## src/rtl/i2cm_pkg.sv

```systemverilog
// Shared types and constants for the I2C master bit engine.
// Used by i2cm_step and i2c_master_bit_engine; no dependencies.
package i2cm_pkg;

    localparam int unsigned TICK_W     = 16;
    localparam int unsigned BYTE_W     = 8;
    localparam int unsigned BIT_IDX_W  = 4;
    localparam int unsigned PHASE_W    = 2;

    localparam logic [BIT_IDX_W-1:0] BYTE_BITS        = 4'd8;
    localparam logic [TICK_W-1:0]    PHASE_TICKS_INIT = 16'd56;

    typedef enum logic [2:0] {
        CMD_START = 3'd0,
        CMD_STOP  = 3'd1,
        CMD_WRITE = 3'd2,
        CMD_READ  = 3'd3,
        CMD_ACK   = 3'd4,
        CMD_NACK  = 3'd5
    } t_cmd;

    typedef struct packed {
        t_cmd                  cmd;
        logic [PHASE_W-1:0]    phase;
        logic [BIT_IDX_W-1:0]  bit_idx;
        logic [TICK_W-1:0]     tick;
        logic [BYTE_W-1:0]     shift;
        logic                  scl;
        logic                  sda;
        logic                  ack;
        logic                  busy;
        logic [BYTE_W-1:0]     rx_hold;
    } t_state;

    localparam t_state STATE_INIT = '{
        cmd:     CMD_START,
        phase:   '0,
        bit_idx: '0,
        tick:    '0,
        shift:   '0,
        scl:     1'b1,
        sda:     1'b1,
        ack:     1'b0,
        busy:    1'b0,
        rx_hold: '0
    };

endpackage

```

## src/rtl/i2cm_step.sv

```systemverilog
// One tick of the I2C pin sequencer: next state from current state and inputs.
// Depends on i2cm_pkg for the state struct and command codes.
module i2cm_step (
    input  i2cm_pkg::t_state                 i_cur,
    input  logic [i2cm_pkg::TICK_W-1:0]      i_phase_ticks,
    input  logic                             i_cmd_valid,
    input  logic [2:0]                       i_cmd,
    input  logic [i2cm_pkg::BYTE_W-1:0]      i_tx_byte,
    input  logic                             i_sda_in,
    output i2cm_pkg::t_state                 o_nxt,
    output logic                             o_done
);
    import i2cm_pkg::*;

    // Apply the pin levels of the phase the state now points at.
    function automatic t_state enter_phase(input t_state s);
        t_state r;
        r = s;
        unique case (s.cmd)
            CMD_START: begin
                if (s.phase == 2'd0) begin
                    r.sda = 1'b1;
                    r.scl = 1'b1;
                end else if (s.phase == 2'd1) begin
                    r.sda = 1'b0;
                end else begin
                    r.scl = 1'b0;
                end
            end
            CMD_STOP: begin
                if (s.phase == 2'd0) r.sda = 1'b0;
                else if (s.phase == 2'd1) r.scl = 1'b1;
                else r.sda = 1'b1;
            end
            CMD_WRITE: begin
                if (s.bit_idx < BYTE_BITS) begin
                    if (s.phase == 2'd0) begin
                        r.sda   = s.shift[BYTE_W-1];
                        r.shift = {s.shift[BYTE_W-2:0], 1'b0};
                    end else if (s.phase == 2'd1) begin
                        r.scl = 1'b1;
                    end else begin
                        r.scl = 1'b0;
                    end
                end else if (s.phase == 2'd0) begin
                    // release SDA for the acknowledge
                    r.sda = 1'b1;
                    r.scl = 1'b1;
                end else begin
                    r.scl = 1'b0;
                end
            end
            CMD_READ: begin
                if (s.phase == 2'd0) r.sda = 1'b1;
                else if (s.phase == 2'd1) r.scl = 1'b1;
                else r.scl = 1'b0;
            end
            default: begin
                if (s.phase == 2'd0) begin
                    r.sda = (s.cmd == CMD_ACK) ? 1'b0 : 1'b1;
                    r.scl = 1'b1;
                end else begin
                    r.scl = 1'b0;
                end
            end
        endcase
        return r;
    endfunction

    logic [TICK_W-1:0] limit;
    logic [TICK_W-1:0] tick_inc;
    t_state            left;
    logic              finish;

    assign limit    = (i_phase_ticks == '0) ? TICK_W'(1) : i_phase_ticks;
    assign tick_inc = i_cur.tick + TICK_W'(1);

    // End of the current phase: sample SDA and advance phase and bit.
    always_comb begin
        left   = i_cur;
        finish = 1'b0;
        left.tick = '0;
        unique case (i_cur.cmd)
            CMD_START, CMD_STOP: begin
                finish     = (i_cur.phase == 2'd2);
                left.phase = finish ? 2'd0 : i_cur.phase + 2'd1;
            end
            CMD_WRITE: begin
                if (i_cur.bit_idx < BYTE_BITS) begin
                    if (i_cur.phase == 2'd2) begin
                        left.phase   = 2'd0;
                        left.bit_idx = i_cur.bit_idx + BIT_IDX_W'(1);
                    end else begin
                        left.phase = i_cur.phase + 2'd1;
                    end
                end else begin
                    if (i_cur.phase == 2'd0) left.ack = ~i_sda_in;
                    finish     = (i_cur.phase == 2'd1);
                    left.phase = finish ? 2'd0 : i_cur.phase + 2'd1;
                end
            end
            CMD_READ: begin
                if (i_cur.phase == 2'd1) left.shift = {i_cur.shift[BYTE_W-2:0], i_sda_in};
                if (i_cur.phase == 2'd2) begin
                    left.phase   = 2'd0;
                    left.bit_idx = i_cur.bit_idx + BIT_IDX_W'(1);
                    if (left.bit_idx >= BYTE_BITS) begin
                        finish       = 1'b1;
                        left.rx_hold = i_cur.shift;
                    end
                end else begin
                    left.phase = i_cur.phase + 2'd1;
                end
            end
            default: begin
                finish     = (i_cur.phase == 2'd1);
                left.phase = finish ? 2'd0 : i_cur.phase + 2'd1;
            end
        endcase
    end

    always_comb begin
        t_state start;
        start  = i_cur;
        o_nxt  = i_cur;
        o_done = 1'b0;
        if (i_cur.busy) begin
            if (tick_inc >= limit) begin
                if (finish) begin
                    o_nxt      = left;
                    o_nxt.busy = 1'b0;
                    o_done     = 1'b1;
                end else begin
                    o_nxt = enter_phase(left);
                end
            end else begin
                o_nxt.tick = tick_inc;
            end
        end else if (i_cmd_valid && i_cmd <= CMD_NACK) begin
            start.cmd     = t_cmd'(i_cmd);
            start.phase   = '0;
            start.bit_idx = '0;
            start.tick    = '0;
            if (i_cmd == CMD_WRITE) start.shift = i_tx_byte;
            else if (i_cmd == CMD_READ) start.shift = '0;
            start.busy = 1'b1;
            o_nxt = enter_phase(start);
        end
    end

endmodule

```

## src/rtl/i2c_master_bit_engine.sv

```systemverilog
// I2C master bit engine: one tick word in, one pin/status word out per cycle unless stalled.
// The result word of an accepted tick word is in the output register in the next cycle.
// Throughput: one word per cycle when not stalled; the state update is a single pass through i2cm_step.
// Input stalls only while the output register holds a word that is itself stalled.
// Reset (synchronous, active low): lines released, idle, phase_ticks 56, output empty.
// Depends on i2cm_pkg and i2cm_step.
module i2c_master_bit_engine (
    input  logic                          i_clk,
    input  logic                          i_rst_n,
    input  logic                          i_in_valid,
    output logic                          o_in_stall,
    input  logic                          i_cmd_valid,
    input  logic [2:0]                    i_cmd,
    input  logic [i2cm_pkg::BYTE_W-1:0]   i_tx_byte,
    input  logic                          i_sda_in,
    output logic                          o_out_valid,
    input  logic                          i_out_stall,
    output logic                          o_scl_out,
    output logic                          o_sda_out,
    output logic                          o_busy_res,
    output logic                          o_done_res,
    output logic [i2cm_pkg::BYTE_W-1:0]   o_rx_byte,
    output logic                          o_ack_received,
    input  logic                          i_cfg_valid,
    output logic                          o_cfg_ready,
    input  logic [i2cm_pkg::TICK_W-1:0]   i_cfg_data
);
    import i2cm_pkg::*;

    t_state            r_state;
    t_state            n_state;
    logic              n_done;
    logic [TICK_W-1:0] r_phase_ticks;
    logic              r_out_valid;
    logic              r_done;
    logic              in_accept;

    assign o_in_stall  = r_out_valid & i_out_stall;
    assign in_accept   = i_in_valid & ~o_in_stall;
    assign o_cfg_ready = 1'b1;

    i2cm_step u_step (
        .i_cur         (r_state),
        .i_phase_ticks (r_phase_ticks),
        .i_cmd_valid   (i_cmd_valid),
        .i_cmd         (i_cmd),
        .i_tx_byte     (i_tx_byte),
        .i_sda_in      (i_sda_in),
        .o_nxt         (n_state),
        .o_done        (n_done)
    );

    always_ff @(posedge i_clk) begin
        if (!i_rst_n) begin
            r_state       <= STATE_INIT;
            r_phase_ticks <= PHASE_TICKS_INIT;
            r_out_valid   <= 1'b0;
        end else begin
            if (i_cfg_valid) r_phase_ticks <= i_cfg_data;
            if (in_accept) begin
                r_state     <= n_state;
                r_out_valid <= 1'b1;
            end else if (!i_out_stall) begin
                r_out_valid <= 1'b0;
            end
        end
    end

    // Result word: load with the step result, hold while stalled.
    always_ff @(posedge i_clk) begin
        if (in_accept) begin
            r_done <= n_done;
        end
    end

    assign o_out_valid    = r_out_valid;
    assign o_scl_out      = r_state.scl;
    assign o_sda_out      = r_state.sda;
    assign o_busy_res     = r_state.busy;
    assign o_done_res     = r_done;
    assign o_rx_byte      = r_state.rx_hold;
    assign o_ack_received = r_state.ack;

    a_done_idle: assert property (@(posedge i_clk) disable iff (!i_rst_n)
        o_out_valid && o_done_res |-> !o_busy_res)
        else $error("done reported while still busy");

    a_stall_full: assert property (@(posedge i_clk) disable iff (!i_rst_n)
        o_in_stall |-> o_out_valid)
        else $error("input stalled with empty output register");

    a_accept_fill: assert property (@(posedge i_clk) disable iff (!i_rst_n)
        in_accept |=> o_out_valid)
        else $error("accepted word produced no result");

    a_bit_range: assert property (@(posedge i_clk) disable iff (!i_rst_n)
        r_state.busy |-> r_state.bit_idx <= BYTE_BITS)
        else $error("bit index beyond byte length");

    a_tick_bound: assert property (@(posedge i_clk) disable iff (!i_rst_n)
        !r_state.busy |-> r_state.tick == '0)
        else $error("tick counter running while idle");

endmodule

```

## config.mk

```make
export PLATFORM = sky130hd
export DESIGN_NAME = i2c_master_bit_engine
export DESIGN_NICKNAME = d
export VERILOG_FILES = /design/src/rtl/i2cm_pkg.sv /design/src/rtl/i2cm_step.sv /design/src/rtl/i2c_master_bit_engine.sv
export SDC_FILE = /design/constraint.sdc
export NUM_CORES = 1
export LEC_CHECK = 0
export BUFFER_PORTS_ARGS = -buffer_cell sky130_fd_sc_hd__buf_2
export CORE_ASPECT_RATIO = 1.75
export CORE_MARGIN = 2
export CORE_UTILIZATION = 43
export DETAILED_ROUTE_END_ITERATION = 16
export PLACE_DENSITY = 0.66
export SYNTH_ARGS = -nofsm -noshare
export SYNTH_HDL_FRONTEND = slang
export SYNTH_SLANG_ARGS = --single-unit
export TNS_END_PERCENT = 30
```

## constraint.sdc

```tcl
create_clock -name i_clk -period 4.35 [get_ports i_clk]
set_input_delay 0.2175 -clock i_clk [delete_from_list [all_inputs] [get_ports i_clk]]
set_output_delay 0.2175 -clock i_clk [all_outputs]
set_load 0.02 [all_outputs]
```

Word-level counts from Yosys, hierarchy flattened
Index checks and enable logic that the tools add are counted.
{"block": "word_totals", "regBits": 63, "input_bits": 34, "out_inout_bits": 16, "word_cells": 120}
{"block": "classes", "add_sub_neg": 3, "n_lt_le_gt_ge": 5, "n_eq_ne": 22, "mux": 54, "bitwise": 5, "n_reduce_logical": 18}
{"operator": "$mux 45", "n": 2}
{"operator": "$mux 8", "n": 11}
{"operator": "$mux 20", "n": 2}
{"operator": "$mux 16", "n": 2}
{"operator": "$mux 1", "n": 24}
{"operator": "$add 16x1->16 const B", "n": 1}
{"operator": "$ge 16x16->1", "n": 1}
{"operator": "$logic_not 16->1", "n": 1}
{"operator": "$reduce_and 8->1", "n": 2}
{"operator": "$eq 3x2->1 const B", "n": 4}
{"operator": "$ne 4x3->1 const B", "n": 3}
{"operator": "$mux 2", "n": 5}
{"operator": "$reduce_and 3->1", "n": 3}
{"operator": "$lt 4x4->1 const B", "n": 2}
{"operator": "$mux 4", "n": 2}
{"operator": "$pmux 2 s4", "n": 1}
{"operator": "$pmux 4 s2", "n": 1}
{"operator": "$eq 3x1->1 const B", "n": 2}
{"operator": "$eq 3x3->1 const B", "n": 2}
{"operator": "$logic_not 3->1", "n": 2}
{"operator": "$mux 6", "n": 1}
{"operator": "$ne 2x1->1 const B", "n": 3}
{"operator": "$ne 6x1->1 const B", "n": 1}
{"operator": "$pmux 1 s3", "n": 2}
{"operator": "19 further kinds", "n": 27}

Depth between registers and ports, before layout
{"block": "logic_depth", "depth_word": 12, "depth_mapped": 16, "depth_no_buf": 14}

By module
Synthesis repeated with hierarchy kept, for this count alone.
{"block": "unflattened", "cells_unflattened": 565, "area_unflattened_um2": 4610.7}
{"mod": "i2c_master_bit_engine", "n_inst": 1, "cells_each": 262, "area_each_um2": 2615.0, "seq_area_each_um2": 1271.2}
{"mod": "i2cm_step", "n_inst": 1, "cells_each": 303, "area_each_um2": 1995.7, "seq_area_each_um2": 0.0}

Least setup slack after synthesis
Ideal clock, no wire load.
{"block": "synth_timing", "path_type": "flip-flop to flip-flop", "from": "register r_state[20] (netlist name)", "to": "register r_state, in the netlist o_rx_byte[7]", "setup_time_ns": 0.128, "t_arrival_ns": 3.204, "t_required_ns": 4.222, "path_slack_ns": 1.019, "path_stages_with_launch": 17, "path_buffers": 2, "synth_period_minus_slack_ns": 3.331, "path_cell_list": "dfxtp_1 -> ha_1 -> and3_1 -> and3_1 -> and2_1 -> buf_2 -> nand3_1 -> xnor2_1 -> ha_1 -> nand2_1 -> o21ai_0 -> nor3_2 -> a211oi_2 -> and2_4 -> buf_12 -> mux2i_1 -> nor2_1"}
{"block": "synth_via", "elab_chain_cells": 3}
{"item": "start: declaration", "line": "i2c_master_bit_engine.sv:30", "rtl": "t_state r_state;"}
{"item": "start signal: assignment", "line": "i2c_master_bit_engine.sv:61", "rtl": "r_state <= n_state;"}
{"item": "$add 16x1->16", "line": "i2cm_step.sv:76", "rtl": "assign tick_inc = i_cur.tick + TICK_W'(1);"}
{"item": "$ge 16x16->1", "line": "i2cm_step.sv:128", "rtl": "if (tick_inc >= limit) begin"}
{"item": "$reduce_and 3->1 (no line)"}
No other way between the ends.
A chain may end at the register's enable or synchronous reset.

Final worst setup path
{"block": "layout_timing", "from": "register r_state[20] (netlist name)", "to": "register r_state[33] (netlist name)"}
{"block": "layout_via", "elab_chain_cells": 4}
{"item": "$add 16x1->16 *", "line": "i2cm_step.sv:76"}
{"item": "$ge 16x16->1", "line": "i2cm_step.sv:128"}
{"item": "$mux 16 *", "line": "i2cm_step.sv:128"}
{"item": "$mux 45 *", "line": "i2cm_step.sv:127", "rtl": "if (i_cur.busy) begin"}
Mark *: on every way between the ends. The rest lies on a longest branch, timed or not. The select of a mux whose other input is x is not followed.

==> metrics.txt <==
# TYPE chip_impl_metric gauge
chip_impl_metric{name="route.detailed.drc",unit=""} 0
chip_impl_metric{name="crit_arrival",unit="ns"} 4.08
chip_impl_metric{name="post_layout_worst_setup_margin",unit="ns"} 0.5005
chip_impl_metric{name="synth_area",unit="µm²"} 3786
chip_impl_info{name="cts_tree",value="built"} 1
chip_impl_metric{name="clock_sink_count",unit=""} 63
chip_impl_metric{name="power_per_cell_area",unit="nW/µm²"} 338.0
chip_impl_metric{name="port_buffers",unit=""} 48
chip_impl_metric{name="floorplan.rows",unit=""} 45
chip_impl_metric{name="post_cts_hold_buffer_count",unit=""} 0
chip_impl_metric{name="postRouteWirelength",unit="µm"} 9613
chip_impl_metric{name="initial_cell_density_of_the_core",unit="%"} 43.95
chip_impl_metric{name="clk_latency",unit="ns"} 0.34
chip_impl_metric{name="io_pins",unit=""} 50
chip_impl_metric{name="yosys.cell_types.count",unit=""} 64
chip_impl_info{name="run_status",value="completed"} 1
chip_impl_metric{name="grt.met1_usage",unit="%"} 21.25
chip_impl_metric{name="grtUsageMet3",unit="%"} 3.302
chip_impl_metric{name="drt_iter0_markers",unit=""} 160
chip_impl_metric{name="count_of_warnings_emitted_by_yosys",unit=""} 0
chip_impl_metric{name="antenna_cells",unit=""} 0
chip_impl_metric{name="grt_first_pass_wirelength",unit="µm"} 15610
chip_impl_metric{name="timing.final.crit_share",unit="%"} 88.49
chip_impl_metric{name="fill_cells",unit=""} 872
chip_impl_metric{name="setup_total_negative_slack",unit="ns"} 0
chip_impl_metric{name="cap_viol_max_count",unit=""} 0
chip_impl_metric{name="synth.yosys.seq_area_share",unit="%"} 33.58
chip_impl_metric{name="mappedNetlistNets",unit=""} 513
chip_impl_metric{name="post_drt_via_cell_ratio",unit=""} 5.645
chip_impl_metric{name="vdd_drop_max",unit="mV"} 0.2588
chip_impl_info{name="grt_setup_unrepaired",value="false"} 1
chip_impl_info{name="postSynth.topFlopCell",value="dfxtp_1"} 1
chip_impl_metric{name="finish.net_count",unit=""} 539
chip_impl_info{name="critPathKind",value="flip-flop to flip-flop"} 1
chip_impl_metric{name="pin_count_of_the_biggest_net_entering_global_routing",unit=""} 35
chip_impl_metric{name="synth-async-reset-ratio",unit="%"} 0
chip_impl_metric{name="number_of_endpoints_with_negative_hold_slack_in_the_final_report",unit=""} 0
chip_impl_metric{name="worstMarginPinSlew",unit="ns"} 1.080
chip_impl_info{name="timing.hold.worst.class",value="input pin to flip-flop"} 1
chip_impl_metric{name="drtAntennaViolNets",unit=""} 0
chip_impl_metric{name="synth_edf_count",unit=""} 1
chip_impl_metric{name="worst-path-max-fanout",unit=""} 18
chip_impl_metric{name="post_cts_resize_count",unit=""} 0
chip_impl_metric{name="route.vias.total",unit=""} 3438
chip_impl_metric{name="dieArea",unit="µm²"} 9601
chip_impl_metric{name="cts.reportedPaths.clkPinSlew",unit="ns"} 0.05
chip_impl_info{name="busiest_layer",value="met2"} 1
chip_impl_metric{name="place_congestion",unit=""} 0.8393
chip_impl_metric{name="die-height",unit="µm"} 128.1
chip_impl_metric{name="setup_viol",unit=""} 0
chip_impl_metric{name="drt-wirelength-per-cell",unit="µm"} 15.78
chip_impl_metric{name="worst_ep_required_time",unit="ns"} 4.58
chip_impl_metric{name="number_of_global_route_vias_before_repair",unit=""} 3301
chip_impl_metric{name="global_route.usage.met2",unit="%"} 39.01
chip_impl_metric{name="post_cts_buffers",unit=""} 0
chip_impl_metric{name="drive_above_1_share",unit="%"} 15.24
chip_impl_metric{name="post_synth.cell_area_avg",unit="µm²"} 8.213
chip_impl_metric{name="leakagePower",unit="nW"} 1.772
chip_impl_metric{name="globalRouteOverflowTotal",unit=""} 0
chip_impl_metric{name="syn_inst",unit=""} 461
chip_impl_metric{name="ctsHtreeMaxLevel",unit=""} 3
chip_impl_metric{name="core_area",unit="µm²"} 8615
chip_impl_metric{name="area_delta_synth_final",unit="%"} 13.32
chip_impl_metric{name="dpl.hpwl",unit="µm"} 7016
chip_impl_info{name="clk_root_buf",value="clkbuf_16"} 1
chip_impl_metric{name="fmax",unit="MHz"} 259.8
chip_impl_metric{name="placed_area",unit="µm²"} 3998
chip_impl_metric{name="timing_max_transition_violations_final",unit=""} 0
chip_impl_metric{name="die_width",unit="µm"} 74.93
chip_impl_metric{name="cts_max_path_buffers",unit=""} 2
chip_impl_metric{name="ys_seq_elements",unit=""} 63
chip_impl_metric{name="detail_route.first_pass.iterations",unit=""} 5
chip_impl_info{name="start_kind",value="flip-flop"} 1
chip_impl_metric{name="fin_hold_ws",unit="ns"} 0.1066
chip_impl_metric{name="layout.cell_area.non_filler",unit="µm²"} 4290
chip_impl_metric{name="final_worst_path_period_need",unit="ns"} 3.850
chip_impl_metric{name="grt_util_all_layers",unit="%"} 21.74
chip_impl_metric{name="cts_buffers",unit=""} 9
chip_impl_metric{name="max_slew_margin",unit="%"} 27.95
chip_impl_metric{name="fin_skew",unit="ns"} 0.008065
chip_impl_metric{name="worst_slack_at_placement",unit="ns"} 0.5594
chip_impl_metric{name="antenna_found_initial",unit=""} 0
chip_impl_info{name="crit_path_end_kind",value="flip-flop"} 1
-- cell usage after synthesis (all sizes together) (6+ instances only) --
| cell type | instances | area [µm²] |
|---|---|---|
| ha | 18 | 225.2 |
| o311a | 8 | 80.08 |
| clkbuf | 14 | 52.55 |
| o2bb2ai | 7 | 61.31 |
| buf | 21 | 137.6 |
| nor3b | 8 | 60.06 |
| nand2 | 32 | 122.6 |
| dfxtp | 62 | 1241 |
| o211ai | 6 | 45.04 |
| xor2 | 11 | 96.34 |
| inv | 26 | 97.59 |
| nand3 | 16 | 80.08 |
| mux2i | 26 | 260.3 |
| and3 | 7 | 43.79 |
| xnor2 | 9 | 78.83 |
| a21oi | 40 | 215.2 |
| nor2 | 63 | 244.0 |
| nor3 | 11 | 60.06 |
| o21ai | 12 | 63.81 |
| nand4 | 6 | 37.54 |
-- cell type report --
type / count / area (µm²) / share of cell area, %
clock buffers: 13 / 250.2 / 5.833
clock inverters: 3 / 42.54 / 0.9915
inverters: 26 / 97.59 / 2.275
multi-input cells: 337 / 2227 / 51.91
flip-flops and latches: 63 / 1271 / 29.63
well taps: 117 / 146.4 / 3.412
repair buffers: 50 / 255.2 / 5.949
-- metrics by stage --
stage          utilization [%]  power, mW  std cells
2_1_floorplan                -     0.7032        461
4_1_cts                  49.80      1.464        609
3_3_place_gp             46.41     0.7448        593
6_report                 49.80      1.450        609
5_1_grt                  49.80      1.506        609
3_5_place_dp             46.41     0.7471        593
-- power by group --
part           switching, mW  internal [mW]
clock network          0.257          0.458
registers             0.0158          0.593
logic                 0.0784         0.0481
-- sequential cells by signal, summed over array words and instances (netlist names) --
signal and count:
o_ack_received 1, o_busy_res 1, o_done_res 1, o_out_valid 1
o_rx_byte 8, o_scl_out 1, o_sda_out 1, r_phase_ticks 16
r_state 33
-- worst max-delay path: stages (launching register included) --
cell      delay [ns]
dfxtp_1         0.44
ha_1            0.26
and3_1          0.24
and3_1          0.29
and2_1          0.26
nand3_1         0.12
xnor2_1         0.24
ha_1            0.28
nand2_1         0.08
o21ai_0         0.12
nor3_2          0.33
a21oi_4         0.22
nor2_4          0.38
a41oi_1         0.16
a311oi_1        0.30
-- kinds of logic after synthesis --
kind of cell             synth area share [%]
adder cells (fa/ha/maj)                 5.949
AO/OA/AOI/OAI                           19.73
XOR/XNOR                                4.627
AND/OR/NAND/NOR                         21.55
multiplexers                            6.874
flip-flops                              33.58
other                                 0.09905
buffers and inverters                   7.600
-- worst paths after layout --
| kind | from | to | slack [ns] | depth (start not counted) |
|---|---|---|---|---|
| max reg2reg | r_state[20]$_SDFFE_PN0P_ | r_state[33]$_SDFFE_PN0P_ | 0.50 | 14 |
| max | r_state[20]$_SDFFE_PN0P_ | r_state[33]$_SDFFE_PN0P_ | 0.50 | 14 |
| min | i_in_valid | o_out_valid$_SDFFE_PN0P_ | 0.11 | 2 |
| min reg2reg | o_rx_byte[7]$_SDFFE_PN0P_ | o_rx_byte[7]$_SDFFE_PN0P_ | 0.49 | 2 |
-- layout by cell type, fill, tap and decap left out, types with 2 or more instances in the layout --
cell type	Yosys	routed
a2111oi_0	2	2
a21oi_1	38	38
a22o_1	2	2
a22oi_1	4	4
a311oi_1	4	4
a31oi_1	4	4
a41oi_1	2	2
and2_1	3	3
and3_1	7	7
buf_2	7	48
buf_4	9	2
clkbuf_1	14	3
clkbuf_16	0	9
dfxtp_1	62	62
ha_1	18	18
inv_1	25	25
mux2i_1	26	26
nand2_1	31	31
nand2b_1	2	2
nand3_1	16	16
nand3b_1	3	3
nand4_1	6	6
nand4b_1	2	2
nor2_1	62	62
nor2b_1	4	4
nor3_1	10	10
nor3b_1	8	8
nor4_1	4	4
o211ai_1	6	6
o21ai_0	10	10
o2bb2ai_1	7	7
o311a_1	8	8
o31ai_1	2	2
xnor2_1	9	9
xor2_1	11	11
-- routing by layer --
| metal | part of all wire, % | wire (µm) |
|---|---|---|
| met5 | 0 | 0 |
| met4 | 4.3 | 415 |
| met3 | 3.9 | 373 |
| met2 | 55 | 5315 |
| met1 | 37 | 3509 |
Note: power is estimated with default switching activity, not from simulation.
